===== src/hw/rtl/triangle_face_normal_unit_assert.svh =====
// assertion macros shared by the triangle face normal unit
`ifndef TRIANGLE_FACE_NORMAL_UNIT_ASSERT_SVH
`define TRIANGLE_FACE_NORMAL_UNIT_ASSERT_SVH

// property holds at every edge outside reset
`define TFN_ASSERT(label, prop, msg) \
  label: assert property (@(posedge clk) disable iff (rst) (prop)) else $error(msg);

// antecedent implies consequent in the next cycle
`define TFN_ASSERT_NEXT(label, ante, cons, msg) \
  label: assert property (@(posedge clk) disable iff (rst) (ante) |=> (cons)) else $error(msg);

`endif


===== src/hw/rtl/tfn_pkg.sv =====
// ---------------------------------------------------------------------------
// tfn_pkg
// shared types, widths and command codes of the triangle face normal unit
// ---------------------------------------------------------------------------
package tfn_pkg;

  localparam int VERTEX_DEPTH = 16384;
  localparam int SLOT_W = 14;
  localparam int ADDR_W = $clog2(VERTEX_DEPTH);
  localparam int POS_W = 20;
  localparam int NRM_W = 16;
  localparam int PROD_W = 43;
  localparam int MAG_W = 31;
  localparam int SUM_W = 63;
  localparam int ROOT_W = 32;
  localparam int NUM_W = 46;
  localparam int QUO_W = 15;

  localparam logic ACTION_WRITE = 1'b0;
  localparam logic ACTION_NORMAL = 1'b1;

  // datapath commands issued by the controller
  typedef enum logic [3:0] {
    CMD_IDLE,
    CMD_WRITE,
    CMD_READ_A,
    CMD_READ_B,
    CMD_READ_C,
    CMD_EDGES,
    CMD_CROSS,
    CMD_NEG,
    CMD_ALIGN,
    CMD_SQUARE,
    CMD_SUM,
    CMD_ROOT,
    CMD_DIV_INIT,
    CMD_DIV,
    CMD_OUT
  } tfn_cmd_e;

  typedef struct packed {
    tfn_cmd_e cmd;
    logic [1:0] comp;
  } tfn_ctl_t;

  typedef struct packed {
    logic degen;
    logic aligned;
    logic step_done;
  } tfn_stat_t;

endpackage


===== src/hw/rtl/tfn_ctrl.sv =====
// ---------------------------------------------------------------------------
// tfn_ctrl
// sequencer that walks the datapath through one item
// ---------------------------------------------------------------------------
module tfn_ctrl (
  input  logic clk,
  input  logic rst,
  input  logic start,
  input  logic action,
  input  tfn_pkg::tfn_stat_t stat,
  output tfn_pkg::tfn_ctl_t ctl,
  output logic busy
);
  import tfn_pkg::*;

  typedef enum logic [3:0] {
    S_IDLE, S_RA, S_RB, S_RC, S_EDGE, S_CROSS, S_NEG, S_ALIGN,
    S_SQ, S_SUM, S_ROOT, S_DINIT, S_DIV, S_OUT
  } state_t;

  state_t state;
  logic [1:0] comp;

  always_ff @(posedge clk) begin
    if (rst) begin
      state <= S_IDLE;
      comp <= 2'd0;
      busy <= 1'b0;
    end else begin
      case (state)
        S_IDLE: begin
          if (start && action == ACTION_NORMAL) begin
            state <= S_RA;
            busy <= 1'b1;
          end
        end
        S_RA: state <= S_RB;
        S_RB: state <= S_RC;
        S_RC: state <= S_EDGE;
        S_EDGE: state <= S_CROSS;
        S_CROSS: state <= S_NEG;
        S_NEG: begin
          if (stat.degen) state <= S_OUT;
          else state <= S_ALIGN;
        end
        S_ALIGN: if (stat.aligned) state <= S_SQ;
        S_SQ: state <= S_SUM;
        S_SUM: state <= S_ROOT;
        S_ROOT: if (stat.step_done) begin
          state <= S_DINIT;
          comp <= 2'd0;
        end
        S_DINIT: state <= S_DIV;
        S_DIV: if (stat.step_done) begin
          if (comp == 2'd2) state <= S_OUT;
          else begin
            comp <= comp + 2'd1;
            state <= S_DINIT;
          end
        end
        S_OUT: begin
          state <= S_IDLE;
          busy <= 1'b0;
        end
        default: state <= S_IDLE;
      endcase
    end
  end

  always_comb begin
    ctl.comp = comp;
    case (state)
      S_IDLE: ctl.cmd = (start && action == ACTION_WRITE) ? CMD_WRITE :
                        (start ? CMD_READ_A : CMD_IDLE);
      S_RA: ctl.cmd = CMD_READ_B;
      S_RB: ctl.cmd = CMD_READ_C;
      S_RC: ctl.cmd = CMD_IDLE;
      S_EDGE: ctl.cmd = CMD_EDGES;
      S_CROSS: ctl.cmd = CMD_CROSS;
      S_NEG: ctl.cmd = CMD_NEG;
      S_ALIGN: ctl.cmd = CMD_ALIGN;
      S_SQ: ctl.cmd = CMD_SQUARE;
      S_SUM: ctl.cmd = CMD_SUM;
      S_ROOT: ctl.cmd = CMD_ROOT;
      S_DINIT: ctl.cmd = CMD_DIV_INIT;
      S_DIV: ctl.cmd = CMD_DIV;
      S_OUT: ctl.cmd = CMD_OUT;
      default: ctl.cmd = CMD_IDLE;
    endcase
  end

  `include "triangle_face_normal_unit_assert.svh"
  `TFN_ASSERT_NEXT(a_out_frees, state == S_OUT, !busy, "busy after output")
  `TFN_ASSERT(a_idle_free, (state == S_IDLE) == !busy, "busy mismatch")
  `TFN_ASSERT(a_comp_rng, comp != 2'd3, "component index out of range")
endmodule


===== config.mk =====
export PLATFORM = sky130hd
export DESIGN_NAME = tfn_ctrl
export DESIGN_NICKNAME = d
export VERILOG_FILES = /design/src/hw/rtl/tfn_pkg.sv /design/src/hw/rtl/tfn_ctrl.sv
export VERILOG_INCLUDE_DIRS = /design/src /design/src/hw/rtl
export SDC_FILE = /design/constraint.sdc
export NUM_CORES = 1
export LEC_CHECK = 0
export ABC_AREA = 1
export BUFFER_PORTS_ARGS = -buffer_cell sky130_fd_sc_hd__buf_2
export CORE_AREA = 2 2 39 41
export CTS_BUF_LIST = sky130_fd_sc_hd__clkbuf_2 sky130_fd_sc_hd__clkbuf_4 sky130_fd_sc_hd__clkbuf_8
export DETAILED_ROUTE_END_ITERATION = 8
export DIE_AREA = 0 0 41 43
export PLACE_DENSITY = 0.78
export SLEW_MARGIN = 20
export SYNTH_ARGS = -nofsm -noshare
export SYNTH_HDL_FRONTEND = slang
export SYNTH_SLANG_ARGS = --single-unit
export TNS_END_PERCENT = 1

===== constraint.sdc =====
create_clock -name clk -period 2.3 [get_ports clk]
set_input_delay 0.115 -clock clk [delete_from_list [all_inputs] [get_ports clk]]
set_output_delay 0.115 -clock clk [all_outputs]
set_load 0.02 [all_outputs]

==> After elaboration in Yosys (flattened, before gate mapping) <==
Cells that the tools add are included.
{ "classes": {"bitwise": 1, "n_eq_ne": 19, "n_addsub": 1, "n_reduce_logical": 8, "muxes": 16} }
{ "ops": {"columns": ["op", "n"], "rows": [
  ["4-bit one-hot mux with 13 select lines", 2],
  ["4-bit == test (second input constant)", 6],
  ["4-bit 2-to-1 mux", 5],
  ["4-bit by 3-bit == test with 1-bit output (second input constant)", 4],
  ["2-bit 2-to-1 mux", 5],
  ["2-bit != test (second input constant)", 5],
  ["4-bit by 2-bit == test with 1-bit output (second input constant)", 2],
  ["4-bit AND reduction", 2],
  ["4-bit by 1-bit == test with 1-bit output (second input constant)", 1],
  ["4-bit zero test", 1],
  ["2-bit one-hot mux with 2 select lines", 1],
  ["2-bit nonzero test", 2],
  ["3-bit 2-to-1 mux", 1],
  ["2-bit by 1-bit adder with 2-bit output (second input constant)", 1],
  ["2-bit == test (second input constant)", 1],
  ["1-bit logical AND", 2],
  ["1-bit one-hot mux with 2 select lines", 1],
  ["2-bit AND reduction", 1],
  ["1-bit 2-to-1 mux", 1],
  ["1-bit NOT", 1]
]} }
{ "totals": {"in_bits": 7, "reg_bits": 7, "word_cells": 48, "out_inout_bits": 7} }

==> Longest topological paths before layout <==
Gate-level depths: netlist of the first run.
{ "logic_depth": {"ltp_word": 4, "depth_mapped": 9, "ltp_nobuf": 8} }

==> Worst setup path after synthesis of the first run <==
OpenSTA, ideal clock, no wires.
{ "synth_path": {"path_kind": "register to register", "start": "reg comp[0]", "end": "reg comp[0]", "t_arrival_ns": 1.149, "path_stages_with_launch": 8, "synth_period_minus_slack_ns": 1.262, "slack_ns": 1.038, "cell_sequence": "dfxtp_1 -> inv_1 -> ha_1 -> nand3b_1 -> nand2_1 -> nand2_2 -> o21ai_1 -> nor2_1"} }
{ "synth_via": {"elab_chain_len": 4, "elab_cells_between_ends": 7} }
{ "synth_rtl": {"columns": ["element", "line", "rtl"], "rows": [
  ["start: declaration", "tfn_ctrl.sv:22", "logic [1:0] comp;"],
  ["start signal: assignment", "tfn_ctrl.sv:57", "comp <= comp + 2'd1;"],
  ["2-bit by 1-bit adder with 2-bit output", "tfn_ctrl.sv:57", null],
  ["2-bit 2-to-1 mux", "tfn_ctrl.sv:55", "if (comp == 2'd2) state <= S_OUT;"],
  ["2-bit 2-to-1 mux", "tfn_ctrl.sv:54", "S_DIV: if (stat.step_done) begin"],
  ["2-bit one-hot mux with 2 select lines", "tfn_ctrl.sv:30", "case (state)"]
]} }
Parallel ways exist; a longest one is shown, timed or not. The select of a mux whose other input is x is not followed.
A chain may end at the register's enable or synchronous reset.

==> summary.txt, run 1 <==
Global routing
  • Initial antenna violation count: 0
  • Gr usage total: 0.197
  • Vias in the first global route: 636
  • Gr ovfl total: 0
  • Largest net degree at the start of global routing: 10
  • Global-route wire length before repair: 2380 µm

Logic synthesis
  • Synthesized net count: 117
  • Syn Area/Cell: 5.88 µm²
  • Synth warn: 0
  • Yosys cell types: 22
  • Seq/Total Area, Yosys: 0.219
  • Mapped Area: 641 µm²
  • Register bit total from synthesis: 7
  • Synth Instances: 109

Placed design
  • Inst Count DP: 136
  • DP Area: 711 µm²
  • Dpl hpwl: 1220 µm
  • Pre-CTS setup slack: 0.934 ns
  • GP Congestion: 0.888
  • I/O Buffers: 13

Finish
  • Fill count: 142
  • Fin cells: 140
  • Layout cells sized above 1: 0.315
  • Cell area after layout: 741 µm²
  • Post-layout nets: 133
  • Fin util: 0.535
  • P&R area growth vs syn: 15.6%
  • Ant. Diodes: 0

Timing
  • Hold Vio Cnt, Final: 0
  • Worst slew pin tran: 0.350 ns
  • RSZ-0062 raised after global routing: false
  • Fin worst setup slack: 0.715 ns
  • Fin Setup TNS: 0 ns
  • Peak Freq: 631 MHz
  • Final Max Tran Viols: 0
  • Crit path time final: 1.58 ns
  • Setup Viol. Count Final: 0
  • Setup Skew: 0.00453 ns
  • Period utilization: 0.689
  • Worst rel slew slack: 0.766
  • Hold Slack: 0.0839 ns

Clock network
  • Post-CTS setup repair buffer count: 0
  • Number of CTS-inserted buffers: 3
  • Clock sink total: 7
  • Post-CTS Hold Fix Bufs: 0
  • CTS root buffer: clkbuf_4
  • CTS tree: yes
  • Resize count post-CTS: 0
  • Maximum clock insertion buffer count: 2
  • H-tree level count: 1
  • Clk_lat worst skew: 0.25 ns
  • Clock-pin slew on the worst setup and hold paths: 0.06 ns

Drt
  • Final wirelength: 1490 µm
  • Starting DRT DRC Count: 12
  • Pre-antenna DRT Iters: 4
  • DRC viols: 0
  • Via density: 5.19
  • DR vias: 726
  • Final ANT Viol Nets: 0
  • Routed len/inst: 10.6 µm

Critical path
  • Worst Setup End Kind: primary output
  • Crit path launch type: flip-flop
  • Worst Path Max Fanout: 8
  • Worst R2R Path Depth: 7
  • Max incr delay on CP: 0.49 ns
  • CP required: 2.18 ns
  • Slowest CP cell: dfxtp_1
  • Crit path DAT: 1.47 ns
  • Reg-to-reg endpoint: state[3]
  • Setup Crit Path Kind: reg -> out
  • Reg2reg start: state[2]
  • R2R Setup Slk: 0.90 ns
  • CP Cell Sequence: inv_1 -> nor2_2 -> nand2_1 -> o21ai_0 -> a21oi_1 -> nand4_1 -> buf_2

Floorplanning
  • Core ar.: 1380 µm²
  • Height of the die: 43 µm
  • Die ar.: 1760 µm²
  • Die Wd: 41 µm
  • Rows: 14
  • IO Count: 14
  • Initial Utilization: 0.463

Worst hold path
  • Worst hold stages: 2
  • Worst Hold Class: in -> reg
  • Hold Crit Endpoint: state[2]
  • Hold path startpoint: rst

Run status
  • Run status: finished, final reports clean

Power and ir drop
  • Worst VDD drop: 0.357 mV
  • Switching share of power: 0.313
  • Power share of the combinational group: 0.235
  • Sequential group share of total power: 0.390
  • Leak: 0.411 nW
  • P_sw: 0.106 mW
  • Overall power: 0.339 mW
  • PwrDens: 457 nW/µm²
  • Clock power share: 0.374
  • P_int: 0.233 mW

Job
  • Max-capacitance violation count: 0
## worst max path at each step
stage | start | to | slack (ns) | cells past startpoint
3_5_place_dp | state[2] | state[3] | 0.93 | 7
3_3_place_gp | state[3] | state[2] | 0.99 | 8
5_1_grt | state[3] | ctl[2] | 0.58 | 7
2_1_floorplan | comp[0] | comp[0] | 1.04 | 7
6_report | state[3] | ctl[2] | 0.72 | 7
4_1_cts | state[3] | ctl[2] | 0.71 | 7
## power groups by stage
| stage | Sequential [mW] | Combinational (mW) | Clock, mW |
|---|---|---|---|
| global placement | 0.135 | 0.0791 | 0 |
| CTS | 0.132 | 0.0800 | 0.131 |
| floorplan | 0.135 | 0.0551 | 0 |
| finish | 0.132 | 0.0797 | 0.127 |
| global route | 0.133 | 0.0881 | 0.140 |
| detailed placement | 0.135 | 0.0795 | 0 |
## flip-flops by register name (all words and copies together) (netlist names)
signal,flops
busy,1
comp,2
state,4
## cells by family after synthesis
logic type,count (synthesis),share of synthesized area
AND/OR/NAND/NOR,70,0.533
buffers and inverters,18,0.119
AO/OA/AOI/OAI,13,0.109
flip-flops,7,0.219
adder cells (fa/ha/maj),1,0.0195
## worst max-delay path: cells and delay by family (launching register included)
family	cells	cell delay (ns)
flops	1	0.49
buf+inv	2	0.32
simple gates	3	0.27
compound gates	2	0.13
## area by class of cell
| cell class | count | area, µm² | share of cell area |
|---|---|---|---|
| multi-input combinational | 84 | 424 | 0.573 |
| sequential | 7 | 140 | 0.189 |
| timing repair buffer | 13 | 65.1 | 0.0878 |
| tap | 16 | 20.0 | 0.0270 |
| clock buffer | 4 | 30.0 | 0.0405 |
| inverter | 16 | 61.3 | 0.0828 |
## synth_stat cells
cell type,count,share of area
a21oi_1,6,0.047
a21oi_2,1,0.014
buf_4,2,0.023
clkinv_1,1,0.0059
clkinv_2,1,0.0078
dfxtp_1,7,0.22
ha_1,1,0.020
inv_1,9,0.053
inv_2,5,0.029
nand2_1,28,0.16
nand2_2,8,0.078
nand3_1,10,0.078
nand3b_1,2,0.023
nand3b_4,1,0.031
nand4_1,1,0.0098
nor2_1,13,0.076
nor2_2,5,0.049
nor3_1,1,0.0078
nor3_2,1,0.016
o21ai_0,3,0.023
o21ai_1,2,0.016
o22ai_1,1,0.0098
## layout by cell type, fill, tap and decap left out, types with 2 or more instances in the layout
cell type  synthesis  layout
nor2_1            13      13
dfxtp_1            7       7
o21ai_0            3       3
nand3_1           10      10
nand3b_1           2       2
nor2_2             5       5
inv_1              9       9
buf_2              0      13
clkbuf_4           0       4
o21ai_1            2       2
a21oi_1            6       6
nand2_1           28      28
nand2_2            8       8
inv_2              5       5
## routing by layer
layer / share of wire / vias up / GRT usage
li1: - / 375 / -
met1: 0.42 / 322 / 0.218
met2: 0.50 / 25 / 0.313
met3: 0.064 / 4 / 0.0366
met4: 0.013 / 0 / 0.140
met5: 0 / - / 0
No activity file was read; power rests on OpenSTA's default activity.
==> run 2: changes to the inputs <==
clock period = 1.5 ns   (was 2.3 ns; I/O delays follow)
==> run 2 against run 1 <==
  * Final cell count did not move
  * Clock power rose by 57%
  * Power rose by 56%
  * Largest cell class unchanged
==> summary.txt, run 2 (synthesis results as in run 1) <==
Clock network
  • Clock sink total: 7
  • CTS root buffer: clkbuf_4
  • Post-CTS setup repair buffer count: 0
  • CTS tree: yes
  • Post-CTS Hold Fix Bufs: 0
  • H-tree level count: 1
  • Clock-pin slew on the worst setup and hold paths: 0.06 ns
  • Number of CTS-inserted buffers: 3
  • Resize count post-CTS: 2
  • Maximum clock insertion buffer count: 2
  • Clk_lat worst skew: 0.26 ns

Timing
  • Period utilization: 0.966
  • Crit path time final: 1.45 ns
  • Worst slew pin tran: 0.320 ns
  • Peak Freq: 690 MHz
  • Fin Setup TNS: 0 ns
  • Hold Slack: 0.0313 ns
  • Fin worst setup slack: 0.0511 ns
  • RSZ-0062 raised after global routing: true
  • Setup Viol. Count Final: 0
  • Setup Skew: 0.00398 ns
  • Worst rel slew slack: 0.786
  • Final Max Tran Viols: 0
  • Hold Vio Cnt, Final: 0

Placed design
  • Pre-CTS setup slack: 0.146 ns
  • Dpl hpwl: 1280 µm
  • Inst Count DP: 136
  • GP Congestion: 0.888
  • DP Area: 711 µm²
  • I/O Buffers: 13

Drt
  • Via density: 5.31
  • DRC viols: 0
  • Pre-antenna DRT Iters: 4
  • Final ANT Viol Nets: 0
  • Routed len/inst: 11.6 µm
  • DR vias: 743
  • Final wirelength: 1620 µm
  • Starting DRT DRC Count: 15

Floorplanning
  • Die Wd: 41 µm
  • Core ar.: 1380 µm²
  • IO Count: 14
  • Rows: 14
  • Height of the die: 43 µm
  • Die ar.: 1760 µm²
  • Initial Utilization: 0.463

Global routing
  • Largest net degree at the start of global routing: 10
  • Global-route wire length before repair: 2530 µm
  • Gr usage total: 0.211
  • Vias in the first global route: 644
  • Initial antenna violation count: 0
  • Gr ovfl total: 0

Finish
  • P&R area growth vs syn: 16.4%
  • Layout cells sized above 1: 0.347
  • Fin cells: 140
  • Largest Register: state
  • Post-layout nets: 133
  • Most frequent cells in the layout: nand2_1, nor2_1, buf_2
  • Registers with the most flip-flops: state (4), comp (2), busy (1)
  • Commonest non-fill, non-tap cell in the layout: nand2_1
  • Ant. Diodes: 0
  • Cell area after layout: 746 µm²
  • Max FFs per register: 4

Critical path
  • Worst Setup End Kind: primary output
  • Worst setup path start: state[0]
  • Worst Path Max Fanout: 7
  • Reg-to-reg endpoint: state[3]
  • CP required: 1.42 ns
  • Setup Crit Path Kind: reg -> out
  • Reg2reg start: state[0]
  • Crit path launch type: flip-flop
  • R2R Setup Slk: 0.20 ns
  • Worst R2R Path Depth: 6
  • Crit path DAT: 1.37 ns
  • CP Capture Point: ctl[2]

Power and ir drop
  • Leak: 0.413 nW
  • PwrDens: 708 nW/µm²
  • Worst VDD drop: 0.509 mV

Job
  • Max-capacitance violation count: 0

Worst hold path
  • Worst Hold Class: in -> reg

Run status
  • Run status: finished, final reports clean
-- run 2: cell count changes in the layout (fill, tap and decap cells not counted) --
cell | previous run | this run
dfxtp_2 | 0 | 4
dfxtp_1 | 7 | 3
-- run 2: metrics by stage --
step	util	power, mW
5_1_grt	0.539	0.561
3_5_place_dp	0.514	0.330
4_1_cts	0.537	0.527
6_report	0.539	0.528
3_3_place_gp	0.514	0.328
2_1_floorplan	-	0.292
-- run 2: area by class of cell --
cell class	count	area, µm²
inverters	16	61.3
well taps	16	20.0
clock buffers	4	30.0
repair buffers	13	65.1
flip-flops and latches	7	145
multi-input cells	84	424
fillers	145	638
-- run 2: how the worst min path moves through the flow --
stage	from	end	slack [ns]	cells past startpoint
CTS	rst	state[2]	0.04	2
detailed placement	rst	state[2]	0.31	2
floorplan	rst	state[2]	0.14	1
global placement	rst	state[2]	0.30	2
global route	rst	state[2]	0.03	2
finish	rst	state[2]	0.03	2
-- run 2: per-layer routing --
| metal | track usage | vias up | share of wire |
|---|---|---|---|
| li1 | - | 374 | - |
| met1 | 0.237 | 329 | 0.43 |
| met2 | 0.353 | 32 | 0.50 |
| met3 | 0.0314 | 8 | 0.046 |
| met4 | 0.120 | 0 | 0.029 |
| met5 | 0 | - | 0 |
-- run 2: critical path: stages (launching register included) --
cell	delay, ns
dfxtp_2	0.36
nor2_2	0.30
nand2_1	0.09
o21ai_0	0.08
a21oi_1	0.06
nand4_1	0.07
buf_2	0.16
-- run 2: where the power goes --
part	switching [mW]	internal (mW)
logic	0.0806	0.0446
clock network	0.0785	0.120
registers	0.0104	0.193
==> run 3: changes to the inputs <==
CORE_AREA = 3 3 40 42   (was 2 2 39 41)
DIE_AREA = 0 0 43 45   (was 0 0 41 43)
==> run 3 against run 2 <==
  * Register-to-register slack better by 0.05 ns
  * Final area increased by 1.5%
  * Utilization grew 5.0 points
  * Sequential share of layout area barely moved
  * Sequential cell count is the same
  * Worst hold slack got worse by 0.0054 ns
  * Clock-buffer cell count unchanged
  * Power is 1.3% lower
  * Setup slack improved by 0.044 ns
==> summary.txt, run 3 (synthesis results as in run 1) <==
Critical path
  • Reg2reg start: state[2]
  • CP required: 1.42 ns
  • Worst Path Max Fanout: 7
  • Slowest CP cell: dfxtp_2
  • Worst setup path start: state[1]
  • Crit path launch type: flip-flop
  • Worst Path Buf+Inv: 2
  • Setup Crit Path Kind: reg -> out
  • Crit path DAT: 1.33 ns
  • Cell family with most CP delay: simple AND/OR/NAND/NOR gates
  • Worst Setup End Kind: primary output
  • CP Cell Sequence: inv_2 -> nand2_1 -> nor3_2 -> nand3b_1 -> nand4_1 -> buf_2
  • Max incr delay on CP: 0.37 ns

Timing
  • Setup Viol. Count Final: 0
  • Worst rel slew slack: 0.864
  • Period utilization: 0.936
  • Peak Freq: 712 MHz
  • Crit path time final: 1.40 ns
  • RSZ-0062 raised after global routing: false
  • Final Max Tran Viols: 0
  • Hold Vio Cnt, Final: 0
  • Fin Setup TNS: 0 ns
  • Fin worst setup slack: 0.0954 ns
  • Worst slew pin tran: 0.203 ns
  • Hold Slack: 0.0259 ns
  • Setup Skew: 0.00675 ns

Global routing
  • Largest net degree at the start of global routing: 10
  • Initial antenna violation count: 0
  • Gr ovfl total: 0
  • Global-route wire length before repair: 2480 µm
  • Vias in the first global route: 641
  • Gr usage total: 0.172

Floorplanning
  • IO Count: 14
  • Die Wd: 43 µm
  • Height of the die: 45 µm
  • Rows: 13
  • Die ar.: 1940 µm²
  • Initial Utilization: 0.499
  • Core ar.: 1280 µm²

Drt
  • DR vias: 716
  • DRC viols: 0
  • Pre-antenna DRT Iters: 4
  • Routed len/inst: 11.0 µm
  • Final wirelength: 1530 µm
  • Starting DRT DRC Count: 19
  • Final ANT Viol Nets: 0
  • Via density: 5.15

Finish
  • Fin util: 0.589
  • Fin cells: 139
  • Largest Register: state
  • Post-layout nets: 133
  • P&R area growth vs syn: 18.2%
  • Layout cells sized above 1: 0.355
  • Max FFs per register: 4
  • Registers with the most flip-flops: state (4), comp (2), busy (1)
  • Commonest non-fill, non-tap cell in the layout: nand2_1
  • Most frequent cells in the layout: nand2_1, nor2_1, buf_2
  • Cell area after layout: 757 µm²
  • Ant. Diodes: 0

Clock network
  • Number of CTS-inserted buffers: 3
  • Clock sink total: 7
  • Clk_lat worst skew: 0.25 ns
  • CTS root buffer: clkbuf_4
  • H-tree level count: 1
  • Post-CTS setup repair buffer count: 0
  • CTS tree: yes
  • Maximum clock insertion buffer count: 2
  • Clock-pin slew on the worst setup and hold paths: 0.06 ns

Placed design
  • Pre-CTS setup slack: 0.141 ns
  • Dpl hpwl: 1240 µm
  • GP Congestion: 0.879
  • DP Area: 709 µm²
  • Inst Count DP: 135
  • I/O Buffers: 13

Worst hold path
  • Hold path startpoint: rst
  • Worst Hold Class: in -> reg

Power and ir drop
  • Leak: 0.416 nW
  • Overall power: 0.521 mW
  • PwrDens: 688 nW/µm²
  • Worst VDD drop: 0.569 mV

Run status
  • Run status: finished, final reports clean

Job
  • Max-capacitance violation count: 0
## run 3: cell counts in the layout (fill, tap and decap cells not counted)
No cell type changed its count.
## run 3: area by class of cell
cell class	count	area, µm²
clock buffer	4	30.0
fill	140	528
sequential	7	148
inverter	16	61.3
timing repair buffer	13	65.1
tap	15	18.8
multi-input combinational	84	434
## run 3: what timing repair did
| item | 4_1_cts | 5_1_grt |
|---|---|---|
| setup endpoints to repair | 2 | 5 |
| pin swaps | 0 | 0 |
| endpoints found under the hold margin | 0 | 0 |
| gates resized for setup | 2 | 6 |
| hold buffers | 0 | 0 |
## run 3: layer usage
| metal | up-vias | routed length [µm] | global-route usage |
|---|---|---|---|
| li1 | 376 | - | - |
| met1 | 322 | 684 | 0.195 |
| met2 | 14 | 757 | 0.299 |
| met3 | 4 | 65 | 0.0239 |
| met4 | 0 | 27 | 0.120 |
| met5 | - | 0 | 0 |
## run 3: worst paths after layout
check             endpoint  slack, ns  cells after the start
setup / recovery    ctl[2]        0.1                      6
hold / removal    state[2]       0.03                      2
setup reg to reg  state[1]       0.25                      8
hold reg to reg    comp[1]       0.51                      2
## run 3: where the power goes
group | leakage [nW] | internal [mW] | switching, mW
clock | 0.0184 | 0.120 | 0.0722
sequential | 0.0590 | 0.192 | 0.0122
combinational | 0.339 | 0.0461 | 0.0790
## run 3: worst register-to-register path, stage by stage (launching register included)
cell     delay (ns)
dfxtp_2        0.38
inv_2          0.11
nand2_1        0.08
nor2_1         0.20
nand2_1        0.10
nand2_1        0.11
nor2_2         0.05
nand2_1        0.06
a21oi_1        0.05
